==> src/rtl/core/klt_pkg.sv <==
// ----------------------------------------------------------------------------
// klt_pkg
// shared constants, operation and status codes for the keyed lock table
// ----------------------------------------------------------------------------
package klt_pkg;

    localparam int TABLE_ENTRIES = 16;
    localparam int IDX_W         = $clog2(TABLE_ENTRIES);
    localparam int CNT_W         = $clog2(TABLE_ENTRIES + 1);
    localparam int KEY_W         = 32;

    typedef enum logic [2:0] {
        MODE_CREATE  = 3'd0,
        MODE_LOOKUP  = 3'd1,
        MODE_DESTROY = 3'd2,
        MODE_LOCK    = 3'd3,
        MODE_UNLOCK  = 3'd4
    } mode_t;

    typedef enum logic [2:0] {
        STAT_OK        = 3'd0,
        STAT_NOT_FOUND = 3'd1,
        STAT_DUPLICATE = 3'd2,
        STAT_FULL      = 3'd3,
        STAT_RETRY     = 3'd4,
        STAT_INVALID   = 3'd5
    } status_t;

    // scan result kept by the match unit
    typedef struct packed {
        logic             found;
        logic [IDX_W-1:0] found_idx;
        logic             free_found;
        logic [IDX_W-1:0] free_idx;
    } match_t;

endpackage

==> src/rtl/core/klt_key_ram.sv <==
// ----------------------------------------------------------------------------
// klt_key_ram
// key store, one write port and one registered read port
// ----------------------------------------------------------------------------
module klt_key_ram
    import klt_pkg::*;
(
    input  logic             aclk,
    input  logic             wr_en,
    input  logic [IDX_W-1:0] wr_addr,
    input  logic [KEY_W-1:0] wr_data,
    input  logic             rd_en,
    input  logic [IDX_W-1:0] rd_addr,
    output logic [KEY_W-1:0] rd_data
);

    logic [KEY_W-1:0] mem [TABLE_ENTRIES];
    logic [KEY_W-1:0] rd_data_reg;

    always_ff @(posedge aclk) begin
        if (wr_en) begin
            mem[wr_addr] <= wr_data;
        end
        if (rd_en) begin
            rd_data_reg <= mem[rd_addr];
        end
    end

    assign rd_data = rd_data_reg;

endmodule

==> src/rtl/core/klt_match_unit.sv <==
// ----------------------------------------------------------------------------
// klt_match_unit
// shared key compare, records lowest matching and lowest free entry
// ----------------------------------------------------------------------------
module klt_match_unit
    import klt_pkg::*;
(
    input  logic             aclk,
    input  logic             aresetn,
    input  logic             clear,
    input  logic             cmp_valid,
    input  logic [IDX_W-1:0] cmp_idx,
    input  logic             cmp_used,
    input  logic [KEY_W-1:0] cmp_key,
    input  logic [KEY_W-1:0] req_key,
    output logic             hit_now,
    output match_t           match
);

    match_t match_reg;

    assign hit_now = cmp_valid && cmp_used && (cmp_key == req_key) && !match_reg.found;

    always_ff @(posedge aclk) begin
        if (!aresetn || clear) begin
            match_reg.found      <= 1'b0;
            match_reg.free_found <= 1'b0;
        end else if (cmp_valid) begin
            if (hit_now) begin
                match_reg.found     <= 1'b1;
                match_reg.found_idx <= cmp_idx;
            end
            // first unused slot seen so far
            if (!cmp_used && !match_reg.free_found) begin
                match_reg.free_found <= 1'b1;
                match_reg.free_idx   <= cmp_idx;
            end
        end
    end

    assign match = match_reg;

endmodule

==> src/rtl/core/keyed_lock_table_top.sv <==
// ----------------------------------------------------------------------------
// keyed_lock_table_top
// table of named locks: create, lookup, destroy, lock and unlock by key
// ----------------------------------------------------------------------------
// usage:
//   one request is one transfer on the s_ channel, one answer is one transfer
//   on the m_ channel, in request order.
//   s_tuser carries the operation, s_tdata the key and the destroy handle.
//   m_tdata carries the handle created or found and a status code.
// timing:
//   create, lookup, lock and unlock walk the key store one entry a cycle
//   through a single compare unit; a walk stops at the first key hit.
//   a request whose key hits entry i ends its walk at entry i; a miss walks
//   all TABLE_ENTRIES entries. the exec state then forms the answer.
//   destroy and unknown operations need no walk and go straight to exec.
//   s_tready is high only while no request is in work, so a new request is
//   taken only once the previous one has left the exec state.
// reset:
//   aresetn clears all used and locked marks at once; no clearing pass.
// stall:
//   the answer sits in an output register; the next request is taken while
//   it waits, and a finished request holds until that register is free.
// ----------------------------------------------------------------------------
module keyed_lock_table_top
    import klt_pkg::*;
(
    input  logic        aclk,
    input  logic        aresetn,
    // request channel
    input  logic        s_tvalid,
    output logic        s_tready,
    input  logic [39:0] s_tdata,    // lock_key[31:0], entry_handle[35:32], zero pad
    input  logic [2:0]  s_tuser,    // mode[2:0]
    // answer channel
    output logic        m_tvalid,
    input  logic        m_tready,
    output logic [7:0]  m_tdata     // result_handle[3:0], status[6:4], zero pad
);

    typedef enum logic [1:0] {
        ST_IDLE,
        ST_SCAN,
        ST_EXEC
    } state_t;

    state_t state_reg;

    // request held for the whole operation
    logic [2:0]       req_mode_reg;
    logic [KEY_W-1:0] req_key_reg;
    logic [3:0]       req_handle_reg;

    // per-entry marks in flip-flops
    logic [TABLE_ENTRIES-1:0] entry_used_reg;
    logic [TABLE_ENTRIES-1:0] entry_locked_reg;
    logic [TABLE_ENTRIES-1:0] entry_used_next;
    logic [TABLE_ENTRIES-1:0] entry_locked_next;

    // scan sequencer
    logic [CNT_W-1:0] cnt_reg;
    logic             cmp_valid_reg;
    logic [IDX_W-1:0] cmp_idx_reg;
    logic             rd_en;
    logic             scan_last;

    // answer register
    logic             m_tvalid_reg;
    logic [3:0]       res_handle_reg;
    logic [2:0]       res_status_reg;
    logic [3:0]       res_handle_next;
    status_t          res_status_next;

    // key store and compare unit
    logic             key_we;
    logic [IDX_W-1:0] key_waddr;
    logic [KEY_W-1:0] key_rdata;
    logic             hit_now;
    logic             start;
    match_t           match;
    logic             out_free;
    logic [IDX_W-1:0] hnd_idx;

    assign s_tready = (state_reg == ST_IDLE);
    assign start    = s_tvalid && s_tready;
    assign out_free = !m_tvalid_reg || m_tready;

    // read one entry a cycle while walking
    assign rd_en     = (state_reg == ST_SCAN) && (cnt_reg != CNT_W'(TABLE_ENTRIES));
    assign scan_last = cmp_valid_reg && (cmp_idx_reg == IDX_W'(TABLE_ENTRIES - 1));

    klt_key_ram u_key_ram (
        .aclk    (aclk),
        .wr_en   (key_we),
        .wr_addr (key_waddr),
        .wr_data (req_key_reg),
        .rd_en   (rd_en),
        .rd_addr (cnt_reg[IDX_W-1:0]),
        .rd_data (key_rdata)
    );

    klt_match_unit u_match (
        .aclk      (aclk),
        .aresetn   (aresetn),
        .clear     (start),
        .cmp_valid (cmp_valid_reg),
        .cmp_idx   (cmp_idx_reg),
        .cmp_used  (entry_used_reg[cmp_idx_reg]),
        .cmp_key   (key_rdata),
        .req_key   (req_key_reg),
        .hit_now   (hit_now),
        .match     (match)
    );

    assign hnd_idx = IDX_W'(req_handle_reg);

    // operation outcome, applied in the exec state once the answer register is free
    always_comb begin
        entry_used_next   = entry_used_reg;
        entry_locked_next = entry_locked_reg;
        key_we            = 1'b0;
        key_waddr         = match.free_idx;
        res_handle_next   = 4'd0;
        res_status_next   = STAT_INVALID;
        case (req_mode_reg)
            MODE_CREATE: begin
                if (match.found) begin
                    res_status_next = STAT_DUPLICATE;
                end else if (!match.free_found) begin
                    res_status_next = STAT_FULL;
                end else begin
                    entry_used_next[match.free_idx]   = 1'b1;
                    entry_locked_next[match.free_idx] = 1'b0;
                    key_we          = (state_reg == ST_EXEC) && out_free;
                    res_handle_next = 4'(match.free_idx);
                    res_status_next = STAT_OK;
                end
            end
            MODE_LOOKUP: begin
                if (match.found) begin
                    res_handle_next = 4'(match.found_idx);
                    res_status_next = STAT_OK;
                end else begin
                    res_status_next = STAT_NOT_FOUND;
                end
            end
            MODE_DESTROY: begin
                if (32'(req_handle_reg) >= 32'(TABLE_ENTRIES)) begin
                    res_status_next = STAT_INVALID;
                end else if (!entry_used_reg[hnd_idx]) begin
                    res_status_next = STAT_NOT_FOUND;
                end else if (entry_locked_reg[hnd_idx]) begin
                    res_status_next = STAT_RETRY;
                end else begin
                    // key left stale: unused entries never match
                    entry_used_next[hnd_idx]   = 1'b0;
                    entry_locked_next[hnd_idx] = 1'b0;
                    res_status_next = STAT_OK;
                end
            end
            MODE_LOCK: begin
                if (!match.found) begin
                    res_status_next = STAT_NOT_FOUND;
                end else begin
                    res_handle_next = 4'(match.found_idx);
                    if (entry_locked_reg[match.found_idx]) begin
                        res_status_next = STAT_RETRY;
                    end else begin
                        entry_locked_next[match.found_idx] = 1'b1;
                        res_status_next = STAT_OK;
                    end
                end
            end
            MODE_UNLOCK: begin
                if (!match.found) begin
                    res_status_next = STAT_NOT_FOUND;
                end else begin
                    res_handle_next = 4'(match.found_idx);
                    if (!entry_locked_reg[match.found_idx]) begin
                        res_status_next = STAT_RETRY;
                    end else begin
                        entry_locked_next[match.found_idx] = 1'b0;
                        res_status_next = STAT_OK;
                    end
                end
            end
            default: begin
                res_status_next = STAT_INVALID;
            end
        endcase
    end

    // sequencer, marks and answer register
    always_ff @(posedge aclk) begin
        if (!aresetn) begin
            state_reg        <= ST_IDLE;
            entry_used_reg   <= '0;
            entry_locked_reg <= '0;
            cnt_reg          <= '0;
            cmp_valid_reg    <= 1'b0;
            m_tvalid_reg     <= 1'b0;
        end else begin
            if (m_tvalid_reg && m_tready) begin
                m_tvalid_reg <= 1'b0;
            end
            case (state_reg)
                ST_IDLE: begin
                    cmp_valid_reg <= 1'b0;
                    cnt_reg       <= '0;
                    if (start) begin
                        req_mode_reg   <= s_tuser;
                        req_key_reg    <= s_tdata[31:0];
                        req_handle_reg <= s_tdata[35:32];
                        // only keyed operations walk the store
                        if (s_tuser == MODE_DESTROY || s_tuser > MODE_UNLOCK) begin
                            state_reg <= ST_EXEC;
                        end else begin
                            state_reg <= ST_SCAN;
                        end
                    end
                end
                ST_SCAN: begin
                    if (hit_now || scan_last) begin
                        cmp_valid_reg <= 1'b0;
                        state_reg     <= ST_EXEC;
                    end else begin
                        cmp_valid_reg <= rd_en;
                        cmp_idx_reg   <= cnt_reg[IDX_W-1:0];
                        if (rd_en) begin
                            cnt_reg <= cnt_reg + CNT_W'(1);
                        end
                    end
                end
                ST_EXEC: begin
                    // hold until the previous answer has been taken
                    if (out_free) begin
                        entry_used_reg   <= entry_used_next;
                        entry_locked_reg <= entry_locked_next;
                        res_handle_reg   <= res_handle_next;
                        res_status_reg   <= res_status_next;
                        m_tvalid_reg     <= 1'b1;
                        state_reg        <= ST_IDLE;
                    end
                end
                default: begin
                    state_reg <= ST_IDLE;
                end
            endcase
        end
    end

    assign m_tvalid = m_tvalid_reg;
    assign m_tdata  = {1'b0, res_status_reg, res_handle_reg};

endmodule

==> config.mk <==
export PLATFORM = sky130hd
export DESIGN_NAME = keyed_lock_table_top
export DESIGN_NICKNAME = d
export VERILOG_FILES = /design/src/rtl/core/klt_pkg.sv /design/src/rtl/core/klt_key_ram.sv /design/src/rtl/core/klt_match_unit.sv /design/src/rtl/core/keyed_lock_table_top.sv
export SDC_FILE = /design/constraint.sdc
export NUM_CORES = 1
export LEC_CHECK = 0
export CAP_MARGIN = 20
export CORE_MARGIN = 2
export CORE_UTILIZATION = 56
export CTS_CLUSTER_DIAMETER = 60
export DETAILED_ROUTE_END_ITERATION = 16
export DONT_BUFFER_PORTS = 1
export PLACE_DENSITY = 0.71
export SETUP_SLACK_MARGIN = 0.4
export SLEW_MARGIN = 10
export SYNTH_ARGS = -nofsm -noshare
export SYNTH_HDL_FRONTEND = slang
export SYNTH_HIERARCHICAL = 1
export SYNTH_SLANG_ARGS = --single-unit
==> constraint.sdc <==
create_clock -name aclk -period 6.76 [get_ports aclk]
set_input_delay 1.352 -clock aclk [delete_from_list [all_inputs] [get_ports aclk]]
set_output_delay 1.352 -clock aclk [all_outputs]
set_load 0.05 [all_outputs]
==> impl_results.md, run 1 <==
- Outcome: finished, final reports clean
- Global-route wire length before repair: 81900 µm
- Worst flop-to-flop path startpoint: req_mode_reg[1]$_DFFE_PP_
- Ys Warns: 6
- Placement row count: 78
- Grt ovf: 0
- Root buf cell: clkbuf_16
- Clock Skew: 0.0392 ns
- Post-synthesis cell area: 25500 µm²
- Die Y: 218 µm
- Highest cell delay on the worst timing path: 0.62 ns
- Slew @ Worst Pin: between 1 and 1.5 ns
- Post-route cell area: 28300 µm²
- Total Wirelength: 54700 µm
- Fill cell total of the finished layout: 3037
- Routability-driven placement congestion ratio: 0.886
- Number of buffers between clock root and the deepest sink: 3
- Final hold vios: 0
- Required @ worst endpoint: 7.01 ns
- Category of the critical setup timing path: flip-flop to flip-flop
- HP Start: entry_used_reg[11]$_SDFFE_PN0P_
- Synthesized-area fraction occupied by adder cells: 0.000980
- Final standard cell count with taps included and fillers excluded: approximately 2000
- Fmax achieved: between 200 and 300 MHz
- Routed length per instance: 27.7 µm
- Number of antenna-violating nets in the routed design: 0
- CTS tree: built
- Setup crit start kind: flip-flop
- Setup TNS: 0 ns
- Resize count post-CTS: 0
- Syn_area_per_cell: between 15 and 20 µm²
- Synthesized netlist net count: roughly 1400
- Share of synthesized area occupied by flip-flops and latches: 0.742
- Port Buffers: 0
- Worst setup path startpoint: req_mode_reg[1]$_DFFE_PP_
- Setup Buffers After CTS: 0
- Count of pins over their slew limit: 0
- Crit Path Max Fanout: 26
- Most area-hungry cell type in the Yosys netlist: edfxtp_1
- Worst-path cell with the longest stage delay: or3b_2
- Die area: 47300 µm²
- Fin Hold WS: 0.502 ns
- Antenna violations before repair: 0
- Unique cell type count in the Yosys netlist: 57
- Area share of the leading cell type in the synthesized netlist: 0.708
- Cell-by-cell listing of the critical path: nor2_1 -> and3_1 -> and4b_1 -> or3b_2 -> nor3_2 -> buf_4
- Top FF cell, synth: edfxtp_1
- Number of global-route vias before repair: 12900
- DR vias: 12900
- Initial core utilization: 0.565
- Total placed cells including tap cells: 1862
- Latest clock arrival within the worst-skew pair: 0.64 ns
- Portion of netlist area occupied by mux cells: 0.133
- Post-CTS Hold Fix Bufs: 0
- Synth Area in Compound Gates: 0.0576
- First-pass DRT Iterations: 5
- Endpoint of the worst-slack reg-to-reg timing path: u_key_ram/mem[0][1]$_DFFE_PP_
- Antenna diode instance count: 0
- Largest net degree at the start of global routing: 106
- Leakage dissipation: a little under 9 nW
- Worst hold-check path type: flip-flop to flip-flop
- Fraction of final layout cells with drive strength greater than 1: 0.215
- Category of the worst setup path capture point: flip-flop
- Remaining DRCs: 0
- Final Cycle Share: 0.547
- Post-synth EDFFs: 602
- Unrepaired setup endpoints after global routing: no
- Clock buffers created by TritonCTS: approximately 60
- Core footprint: 45200 µm²
- Fin nets: 1377
- Placed cell areas: 26200 µm²
- XOR/XNOR Fraction of Synth Area: 0.0120
- Synth top area cells: edfxtp_1, mux4_2, dfxtp_1
- Register-to-register setup slack: 3.06 ns
- Arrival time at the worst endpoint: 3.95 ns
- Post-synthesis async set-or-reset flop share: 0
- Synthesized instance count: 1319
- Number of ports placed on the die boundary: 57
- Hold Crit Depth: 2
- Clock net sink count: 645
- Clock edge transition at the registers on the reported setup and hold paths: roughly 0.060 ns
- Remaining max-slew budget at the tightest pin: 0.268
- Starting DRT DRC Count: 1273
- Share of total power in sequential cells: 0.551
- Post-Synth Simple-Gate Area: 0.0380
- Post-DR vias/cell: 6.54
- Portion of total power attributed to combinational logic: 0.031
- Number of flip-flops under the largest register name: 512
- Net switching power figure: 1.66 mW
- Final setup violation count: 0
- Power per standard cell area: between 200 and 300 nW/µm²
- Part of the power in the clock network: 0.418
- Number of register bits inferred by synthesis: 645
- Internal Pwr Total: between 6 and 7 mW
- P&R area growth vs syn: 10.7%
- Net switching fraction of the power: 0.205
- Main combinational cell family by area after synthesis: multiplexers
- Width of the die: 218 µm
- Worst ir drop on vdd: 268 µV
- HPWL reported at the end of detailed placement: about 29000 µm
- Number of H-tree branching levels: 2
- All-Layer GR Usage: 0.236
- Reg2Reg Depth: 6
- Max cap viols: 0
- Minimum period implied by the final worst setup slack: around 3.7 ns
- Destination of the worst hold path: entry_used_reg[11]$_SDFFE_PN0P_
-- cells in the mapped netlist, types with 3 or more instances --
cell / number
clkbuf_1: 44
nand3_1: 10
and2_1: 5
and3_1: 3
o211a_1: 14
o311ai_1: 10
nor4_1: 9
buf_1: 12
mux2i_1: 8
buf_2: 7
a31oi_1: 5
inv_1: 5
buf_6: 5
a21oi_1: 23
edfxtp_1: 602
a211oi_1: 3
xor2_1: 32
nor3_1: 6
a22o_1: 5
o21ai_0: 20
dfxtp_1: 43
nand2b_1: 7
o311ai_0: 6
a221oi_1: 16
nand4_1: 5
nand2_1: 90
xnor2_1: 3
buf_4: 14
a22oi_1: 64
mux4_2: 144
a41o_1: 14
nor2b_1: 17
nor2_1: 38
-- layout make-up --
cell class	instances	area, µm²	share of cell area
Clock inverter	39	385	0.0136
Tap cell	600	751	0.0266
Multi-Input combinational cell	587	6320	0.224
Clock buffer	75	1620	0.0573
Inverter	5	18.8	0.000664
Timing Repair Buffer	28	223	0.00788
Sequential cell	645	18900	0.670
-- layer usage --
metal,part of all wire,vias up,GRT usage
met3,0.076,111,0.0421
met1,0.41,6778,0.332
li1,-,5474,-
met4,0.026,0,0.0744
met5,0,-,0
met2,0.49,579,0.383
-- worst max-delay path: cells and delay by family (launching register included) --
family	cells	cell delay (ns)
buf+inv	1	0.56
flops	1	0.60
simple gates	5	2.13
-- metrics by stage --
stage	setup slack (ns)	power, mW	util
finish	3.06	8.10	0.625
global route	2.88	8.35	0.625
CTS	3.07	8.17	0.625
detailed placement	2.71	4.80	0.580
global placement	2.71	4.80	0.580
floorplan	1.69	4.74	-
-- power groups by stage --
stage	clock network (mW)	logic, mW	registers, mW
after floorplan	0	0.222	4.51
after global placement	0	0.248	4.55
after detailed placement	0	0.250	4.55
after CTS	3.45	0.251	4.47
after global routing	3.61	0.270	4.47
final	3.39	0.249	4.47
-- logic make-up (layout without fill, tap and decap cells) --
| group | count (synthesis) | after routing |
|---|---|---|
| muxes | 156 | 156 |
| adders and majority gates | 2 | 2 |
| AOI/OAI and AO/OA | 189 | 189 |
| xor gates and xnor gates | 35 | 35 |
| buffers and inverters | 87 | 147 |
| other | 1 | 1 |
| and+or+nand+nor | 204 | 204 |
| DFF | 645 | 645 |
-- how the worst max path moves through the flow --
stage / end / slack, ns / cells past startpoint
global route: u_key_ram/mem[0][8]$_DFFE_PP_ / 2.88 / 6
global placement: u_key_ram/mem[0][7]$_DFFE_PP_ / 2.71 / 5
CTS: u_key_ram/mem[0][1]$_DFFE_PP_ / 3.07 / 6
floorplan: u_key_ram/mem[0][0]$_DFFE_PP_ / 1.69 / 5
finish: u_key_ram/mem[0][1]$_DFFE_PP_ / 3.06 / 6
detailed placement: u_key_ram/mem[0][7]$_DFFE_PP_ / 2.71 / 5
-- placed cells by master (no fill, tap or decap), types with 6 or more instances in the layout --
cell type  synthesis  final
edfxtp_1         602    602
mux4_2           144    144
nand2_1           90     90
a22oi_1           64     64
clkbuf_16          0     62
dfxtp_1           43     41
xor2_1            32     32
buf_4             14     27
nor2_1            38     24
a21oi_1           23     23
o21ai_0           20     20
a221oi_1          16     16
nor2b_1           17     15
clkinv_2           0     15
nor2_4             0     14
a41o_1            14     14
o211a_1           14     14
clkinv_1           0     12
clkbuf_1          44     11
nand3_1           10     10
o311ai_1          10     10
nor4_1             9      9
mux2i_1            8      8
nand2b_1           7      7
o311ai_0           6      6
bufinv_16          0      6
(Power assumes the default switching activity.)
==> run 2, diff against run 1 <==
Settings changed: PLACE_DENSITY 0.71 to 0.74.
Clock period 6.76 ns to 3.18 ns, I/O delays scaled along.
==> impl_results.md, run 2 (synthesized netlist as in run 1, its figures left out) <==
- Endpoint of the worst-slack reg-to-reg timing path: cnt_reg[3]$_SDFFE_PN0P_ (was u_key_ram/mem[0][1]$_DFFE_PP_)
- Total power: 17.6 mW (was 8.10 mW)
- Register-to-register setup slack: 0.25 ns (was 3.06 ns)
- Worst setup path startpoint: cmp_idx_reg[0]$_DFFE_PP_ (was req_mode_reg[1]$_DFFE_PP_)
- Leakage dissipation: 9.55 nW (was 8.88 nW)
- Number of cells on the critical path: 11 (was 6)
- Fmax achieved: 341 MHz (was 270 MHz)
- Clock buffers created by TritonCTS: 67 (was 61)
- Fin Hold WS: 0.123 ns (was 0.502 ns)
- Highest cell delay on the worst timing path: 0.55 ns (was 0.62 ns)
- Power per standard cell area: 595 nW/µm² (was 287 nW/µm²)
- Routability-driven placement congestion ratio: 0.886 (unchanged)
- Min setup slack post-route: 0.250 ns (was 3.06 ns)
- Remaining DRCs: 0 (unchanged)
- Die area: 47300 µm² (unchanged)
- Crit Path Max Fanout: 5 (was 26)
- Antenna diode instance count: 0 (unchanged)
- Post-DR vias/cell: 6.51 (was 6.54)
- Fraction of final layout cells with drive strength greater than 1: 0.280 (was 0.215)
- Fill cell total of the finished layout: 2932 (was 3037)
- Latest clock arrival within the worst-skew pair: 0.61 ns (was 0.64 ns)
- DR vias: 13600 (was 12900)
- Worst ir drop on vdd: 497 µV (was 268 µV)
- Setup TNS: 0 ns (unchanged)
- Antenna violations before repair: 1 (was 0)
- Reg2Reg Depth: 11 (was 6)
- Final hold vios: 0 (unchanged)
- Required @ worst endpoint: 3.65 ns (was 7.01 ns)
- Port Buffers: 0 (unchanged)
- Count of pins over their slew limit: 0 (unchanged)
- Starting DRT DRC Count: 1564 (was 1273)
- Number of ports placed on the die boundary: 57 (unchanged)
- Clock Skew: 0.0167 ns (was 0.0392 ns)
- Number of buffers between clock root and the deepest sink: 3 (unchanged)
- All-Layer GR Usage: 0.246 (was 0.236)
- Fin nets: 1492 (was 1377)
- Core footprint: 45200 µm² (unchanged)
- Initial core utilization: 0.565 (unchanged)
- Critical path capture point: cnt_reg[3]$_SDFFE_PN0P_ (was u_key_ram/mem[0][1]$_DFFE_PP_)
- Grt ovf: 0 (unchanged)
- CTS tree: built (unchanged)
- Global-route wire length before repair: 84700 µm (was 81900 µm)
- Placement row count: 78 (unchanged)
- Remaining max-slew budget at the tightest pin: 0.413 (was 0.268)
- Number of global-route vias before repair: 13400 (was 12900)
- Category of the critical setup timing path: flip-flop to flip-flop (unchanged)
- Total Wirelength: 57600 µm (was 54700 µm)
- Max cap viols: 0 (unchanged)
- Commonest cells after routing, fill and taps aside: edfxtp_1, mux4_2, buf_4 (was edfxtp_1, mux4_2, nand2_1)
- Hold Crit Depth: 0 (was 2)
- Die Y: 218 µm (unchanged)
- Number of antenna-violating nets in the routed design: 0 (unchanged)
- Cell-by-cell listing of the critical path: mux4_2 -> mux4_2 -> nand2_2 -> nor3_2 -> nand4_1 -> nor3_2 -> a311o_1 -> a21oi_2 -> nand4_1 -> xor2_1 -> nor2_1 (was nor2_1 -> and3_1 -> and4b_1 -> or3b_2 -> nor3_2 -> buf_4)
- Post-CTS Hold Fix Bufs: 0 (unchanged)
- Final setup violation count: 0 (unchanged)
- Placed cell areas: 26800 µm² (was 26200 µm²)
- Width of the die: 218 µm (unchanged)
- Number of flip-flops under the largest register name: 512 (unchanged)
- P&R area growth vs syn: 15.9% (was 10.7%)
- Largest net degree at the start of global routing: 132 (was 106)
- Number of buffers and inverters on the critical path: 0 (was 1)
- Unrepaired setup endpoints after global routing: yes (was no)
- Minimum period implied by the final worst setup slack: 2.93 ns (was 3.70 ns)
- Largest delay contributor family on the critical path: multiplexers (was simple AND/OR/NAND/NOR gates)
- Category of the worst setup path capture point: flip-flop (unchanged)
- Clock edge transition at the registers on the reported setup and hold paths: 0.06 ns (about the same)
- Slew @ Worst Pin: 0.880 ns (was 1.10 ns)
- Root buf cell: clkbuf_16 (unchanged)
- Outcome: finished, final reports clean (unchanged)
- Number of H-tree branching levels: 3 (was 2)
- Worst-path cell with the longest stage delay: mux4_2 (was or3b_2)
- Most common cell after layout, fill and taps aside: edfxtp_1 (unchanged)
- First-pass DRT Iterations: 7 (was 5)
- Routed length per instance: 27.5 µm (was 27.7 µm)
- Worst flop-to-flop path startpoint: cmp_idx_reg[0]$_DFFE_PP_ (was req_mode_reg[1]$_DFFE_PP_)
- HPWL reported at the end of detailed placement: 30400 µm (was 28700 µm)
- Clock net sink count: 645 (unchanged)
- Post-route cell area: 29600 µm² (was 28300 µm²)
- Setup crit start kind: flip-flop (unchanged)
- Worst hold-check path type: input port to flip-flop (was flip-flop to flip-flop)
- Final Cycle Share: 0.921 (was 0.547)
- Pre-CTS WS: 0.0976 ns (was 2.71 ns)
- Arrival time at the worst endpoint: 3.40 ns (was 3.95 ns)
==> run 2: cell types whose count changed in the layout (fill, tap and decap cells not counted), sizes merged <==
cell,previous run,this run
clkinvlp,2,1
inv,8,11
clkbuf,75,82
a31oi,6,7
bufinv,6,3
buf,28,136
clkinv,28,27
==> run 2: routing by layer <==
| metal | global-route usage | part of all wire | wire (µm) | vias to the layer above |
|---|---|---|---|---|
| met2 | 0.390 | 0.49 | 28100 | 706 |
| li1 | - | - | - | 5713 |
| met4 | 0.0772 | 0.025 | 1430 | 2 |
| met5 | 0 | 0.00023 | 13 | - |
| met1 | 0.348 | 0.40 | 23100 | 7091 |
| met3 | 0.0488 | 0.087 | 5000 | 113 |
==> run 2: layout make-up <==
class	instances	area, µm²	area share
sequential	645	18900	0.640
multi-input combinational	588	6410	0.217
timing repair buffer	136	1360	0.0460
inverter	5	18.8	0.000634
clock buffer	82	1800	0.0607
clock inverter	37	302	0.0102
tap	600	751	0.0254
==> run 2: through the flow <==
| stage | utilization | instances |
|---|---|---|
| 3_5_place_dp | 0.593 | 1902 |
| 6_report | 0.655 | 2093 |
| 4_1_cts | 0.643 | 2033 |
| 2_1_floorplan | - | 1319 |
| 5_1_grt | 0.655 | 2093 |
| 3_3_place_gp | 0.593 | 1902 |
==> run 2: worst min path at each step <==
| stage | startpoint | end | slack [ns] |
|---|---|---|---|
| 6_report | s_tdata[17] | req_key_reg[17]$_DFFE_PP_ | 0.12 |
| 5_1_grt | s_tdata[9] | req_key_reg[9]$_DFFE_PP_ | 0.1 |
| 4_1_cts | s_tdata[7] | req_key_reg[7]$_DFFE_PP_ | 0.09 |
| 3_5_place_dp | cnt_reg[4]$_SDFFE_PN0P_ | cnt_reg[4]$_SDFFE_PN0P_ | 0.50 |
| 3_3_place_gp | entry_used_reg[6]$_SDFFE_PN0P_ | entry_used_reg[6]$_SDFFE_PN0P_ | 0.49 |
| 2_1_floorplan | entry_used_reg[6]$_SDFFE_PN0P_ | entry_used_reg[6]$_SDFFE_PN0P_ | 0.47 |
==> run 2: what timing repair did <==
item / CTS / global route
setup endpoints to repair: 197 / 163
gates cloned: 0 / 1
pin swaps: 5 / 7
buffers inserted: 12 / 59
gates resized for setup: 8 / 7
==> run 2: where the power goes <==
part | switching (mW) | total [mW] | internal, mW
Sequential | 0.0988 | 9.43 | 9.33
Combinational | 0.379 | 0.708 | 0.329
Clock | 3.17 | 7.47 | 4.30
==> run 3, diff against run 2 <==
Settings changed: RECOVER_POWER from default to 50.
==> impl_results.md, run 3 (synthesized netlist as in run 1, its figures left out) <==
- Initial core utilization: 0.565 (unchanged)
- Total placed cells including tap cells: 1902 (unchanged)
- Endpoint of the worst-slack reg-to-reg timing path: cnt_reg[3]$_SDFFE_PN0P_ (unchanged)
- Largest net degree at the start of global routing: 132 (unchanged)
- Category of the critical setup timing path: flip-flop to flip-flop (unchanged)
- Fin Hold WS: 0.123 ns (about the same)
- Final standard cell count with taps included and fillers excluded: 2093 (unchanged)
- Starting DRT DRC Count: 1560 (was 1564)
- Final setup violation count: 0 (unchanged)
- Core footprint: 45200 µm² (unchanged)
- Number of global-route vias before repair: 13400 (unchanged)
- Number of H-tree branching levels: 3 (unchanged)
- Fill cell total of the finished layout: 2973 (was 2932)
- Die Y: 218 µm (unchanged)
- Register-to-register setup slack: 0.24 ns (was 0.25 ns)
- Worst-path cell with the longest stage delay: mux4_2 (unchanged)
- Routed length per instance: 27.5 µm (about the same)
- Pre-CTS WS: 0.0976 ns (unchanged)
- Arrival time at the worst endpoint: 3.41 ns (was 3.40 ns)
- Portion of total power attributed to combinational logic: 0.038 (was 0.040)
- Min setup slack post-route: 0.239 ns (was 0.250 ns)
- Clock Skew: 0.0189 ns (was 0.0167 ns)
- Part of the power in the clock network: 0.425 (was 0.424)
- Cell-by-cell listing of the critical path: mux4_2 -> mux4_2 -> nand2_2 -> nor3_2 -> nand4_1 -> nor3_2 -> a311o_1 -> a21oi_2 -> nand4_1 -> xor2_1 -> nor2_1 (unchanged)
- Worst ir drop on vdd: 498 µV (was 497 µV)
- Routability-driven placement congestion ratio: 0.886 (unchanged)
- Total power: 17.6 mW (about the same)
- Root buf cell: clkbuf_16 (unchanged)
- Antenna diode instance count: 0 (unchanged)
- Post-DR vias/cell: 6.51 (about the same)
- Crit Path Max Fanout: 5 (unchanged)
- Die area: 47300 µm² (unchanged)
- DR vias: 13600 (about the same)
- Commonest cells after routing, fill and taps aside: edfxtp_1, mux4_2, nand2_1 (was edfxtp_1, mux4_2, buf_4)
- Placed cell areas: 26800 µm² (unchanged)
- Worst hold-check path type: input port to flip-flop (unchanged)
- Clock net sink count: 645 (unchanged)
- Number of buffers between clock root and the deepest sink: 3 (unchanged)
- Fin nets: 1492 (unchanged)
- Worst flop-to-flop path startpoint: cmp_idx_reg[0]$_DFFE_PP_ (unchanged)
- P&R area growth vs syn: 15.0% (was 15.9%)
- Placement row count: 78 (unchanged)
- Net switching power figure: 3.64 mW (about the same)
- Worst setup path startpoint: cmp_idx_reg[0]$_DFFE_PP_ (unchanged)
- CTS tree: built (unchanged)
- Outcome: finished, final reports clean (unchanged)
- Max cap viols: 0 (unchanged)
- Post-route cell area: 29400 µm² (was 29600 µm²)
- First-pass DRT Iterations: 5 (was 7)
- Slew @ Worst Pin: 1.19 ns (was 0.880 ns)
- Global-route wire length before repair: 84700 µm (unchanged)
- Leakage dissipation: 9.37 nW (was 9.55 nW)
- Number of flip-flops under the largest register name: 512 (unchanged)
- Reg2Reg Depth: 11 (unchanged)
- All-Layer GR Usage: 0.246 (unchanged)
- Highest cell delay on the worst timing path: 0.55 ns (about the same)
- Count of pins over their slew limit: 0 (unchanged)
- Number of ports placed on the die boundary: 57 (unchanged)
- Clock buffers created by TritonCTS: 67 (unchanged)
- Unrepaired setup endpoints after global routing: yes (unchanged)
- Required @ worst endpoint: 3.65 ns (about the same)
- Setup TNS: 0 ns (unchanged)
- Remaining max-slew budget at the tightest pin: 0.204 (was 0.413)
- Latest clock arrival within the worst-skew pair: 0.61 ns (about the same)
- Core utilization of the finished layout: 0.650 (was 0.655)
- Fraction of final layout cells with drive strength greater than 1: 0.250 (was 0.280)
- Clock edge transition at the registers on the reported setup and hold paths: 0.06 ns (about the same)
- Category of the worst setup path capture point: flip-flop (unchanged)
- Setup crit start kind: flip-flop (unchanged)
- Port Buffers: 0 (unchanged)
- Final hold vios: 0 (unchanged)
- Width of the die: 218 µm (unchanged)
- Total Wirelength: 57500 µm (was 57600 µm)
- Share of total power in sequential cells: 0.537 (was 0.536)
- Internal Pwr Total: 13.9 mW (was 14.0 mW)
- Critical path capture point: cnt_reg[3]$_SDFFE_PN0P_ (unchanged)
- Grt ovf: 0 (unchanged)
- HPWL reported at the end of detailed placement: 30400 µm (unchanged)
- Antenna violations before repair: 1 (unchanged)
- Fmax achieved: 340 MHz (was 341 MHz)
- Remaining DRCs: 0 (unchanged)
- Net switching fraction of the power: 0.207 (about the same)
- Minimum period implied by the final worst setup slack: 2.94 ns (was 2.93 ns)
- Most common cell after layout, fill and taps aside: edfxtp_1 (unchanged)
- Power per standard cell area: 598 nW/µm² (was 595 nW/µm²)
- Post-CTS Hold Fix Bufs: 0 (unchanged)
- Final Cycle Share: 0.925 (was 0.921)
- Number of antenna-violating nets in the routed design: 0 (unchanged)
run 3: critical path: cells and delay by family, from the launching register on:
family | cells | cell delay, ns
muxes | 2 | 1.05
xor gates and xnor gates | 1 | 0.19
DFF | 1 | 0.52
and+or+nand+nor | 6 | 0.53
AOI/OAI and AO/OA | 2 | 0.53
run 3: what timing repair did:
action / 4_1_cts / 5_1_grt
gates cloned: 0 / 1
pin swaps: 5 / 7
buffers inserted: 12 / 59
setup endpoints to repair: 197 / 163
endpoints found under the hold margin: 0 / 0
gates resized for setup: 8 / 7
run 3: final cells by class:
type / count / area (µm²) / share of cell area
Inverter: 5 / 18.8 / 0.000639
Multi-Input combinational cell: 588 / 6410 / 0.218
Tap cell: 600 / 751 / 0.0256
Sequential cell: 645 / 18900 / 0.645
Timing Repair Buffer: 136 / 1150 / 0.0391
Clock inverter: 37 / 302 / 0.0103
Clock buffer: 82 / 1800 / 0.0612
run 3: per-layer routing:
metal	wire, µm	track usage	up-vias
met4	1450	0.0772	2
met1	23200	0.348	7111
met5	7	0	-
met3	4790	0.0488	112
li1	-	-	5724
met2	28000	0.390	666
run 3: worst min-delay path by stage:
| stage | start | slack, ns | end | cells past startpoint |
|---|---|---|---|---|
| finish | s_tdata[17] | 0.12 | req_key_reg[17]$_DFFE_PP_ | 0 |
| global route | s_tdata[9] | 0.1 | req_key_reg[9]$_DFFE_PP_ | 0 |
| CTS | s_tdata[7] | 0.09 | req_key_reg[7]$_DFFE_PP_ | 0 |
| detailed placement | cnt_reg[4]$_SDFFE_PN0P_ | 0.50 | cnt_reg[4]$_SDFFE_PN0P_ | 2 |
| global placement | entry_used_reg[6]$_SDFFE_PN0P_ | 0.49 | entry_used_reg[6]$_SDFFE_PN0P_ | 2 |
| floorplan | entry_used_reg[6]$_SDFFE_PN0P_ | 0.47 | entry_used_reg[6]$_SDFFE_PN0P_ | 2 |
run 3: power groups by stage:
stage	Sequential [mW]	Combinational, mW	Clock (mW)
2_1_floorplan	9.60	0.472	0
3_3_place_gp	9.63	0.604	0
3_5_place_dp	9.64	0.611	0
4_1_cts	9.46	0.623	7.60
5_1_grt	9.44	0.728	7.91
6_report	9.43	0.673	7.46
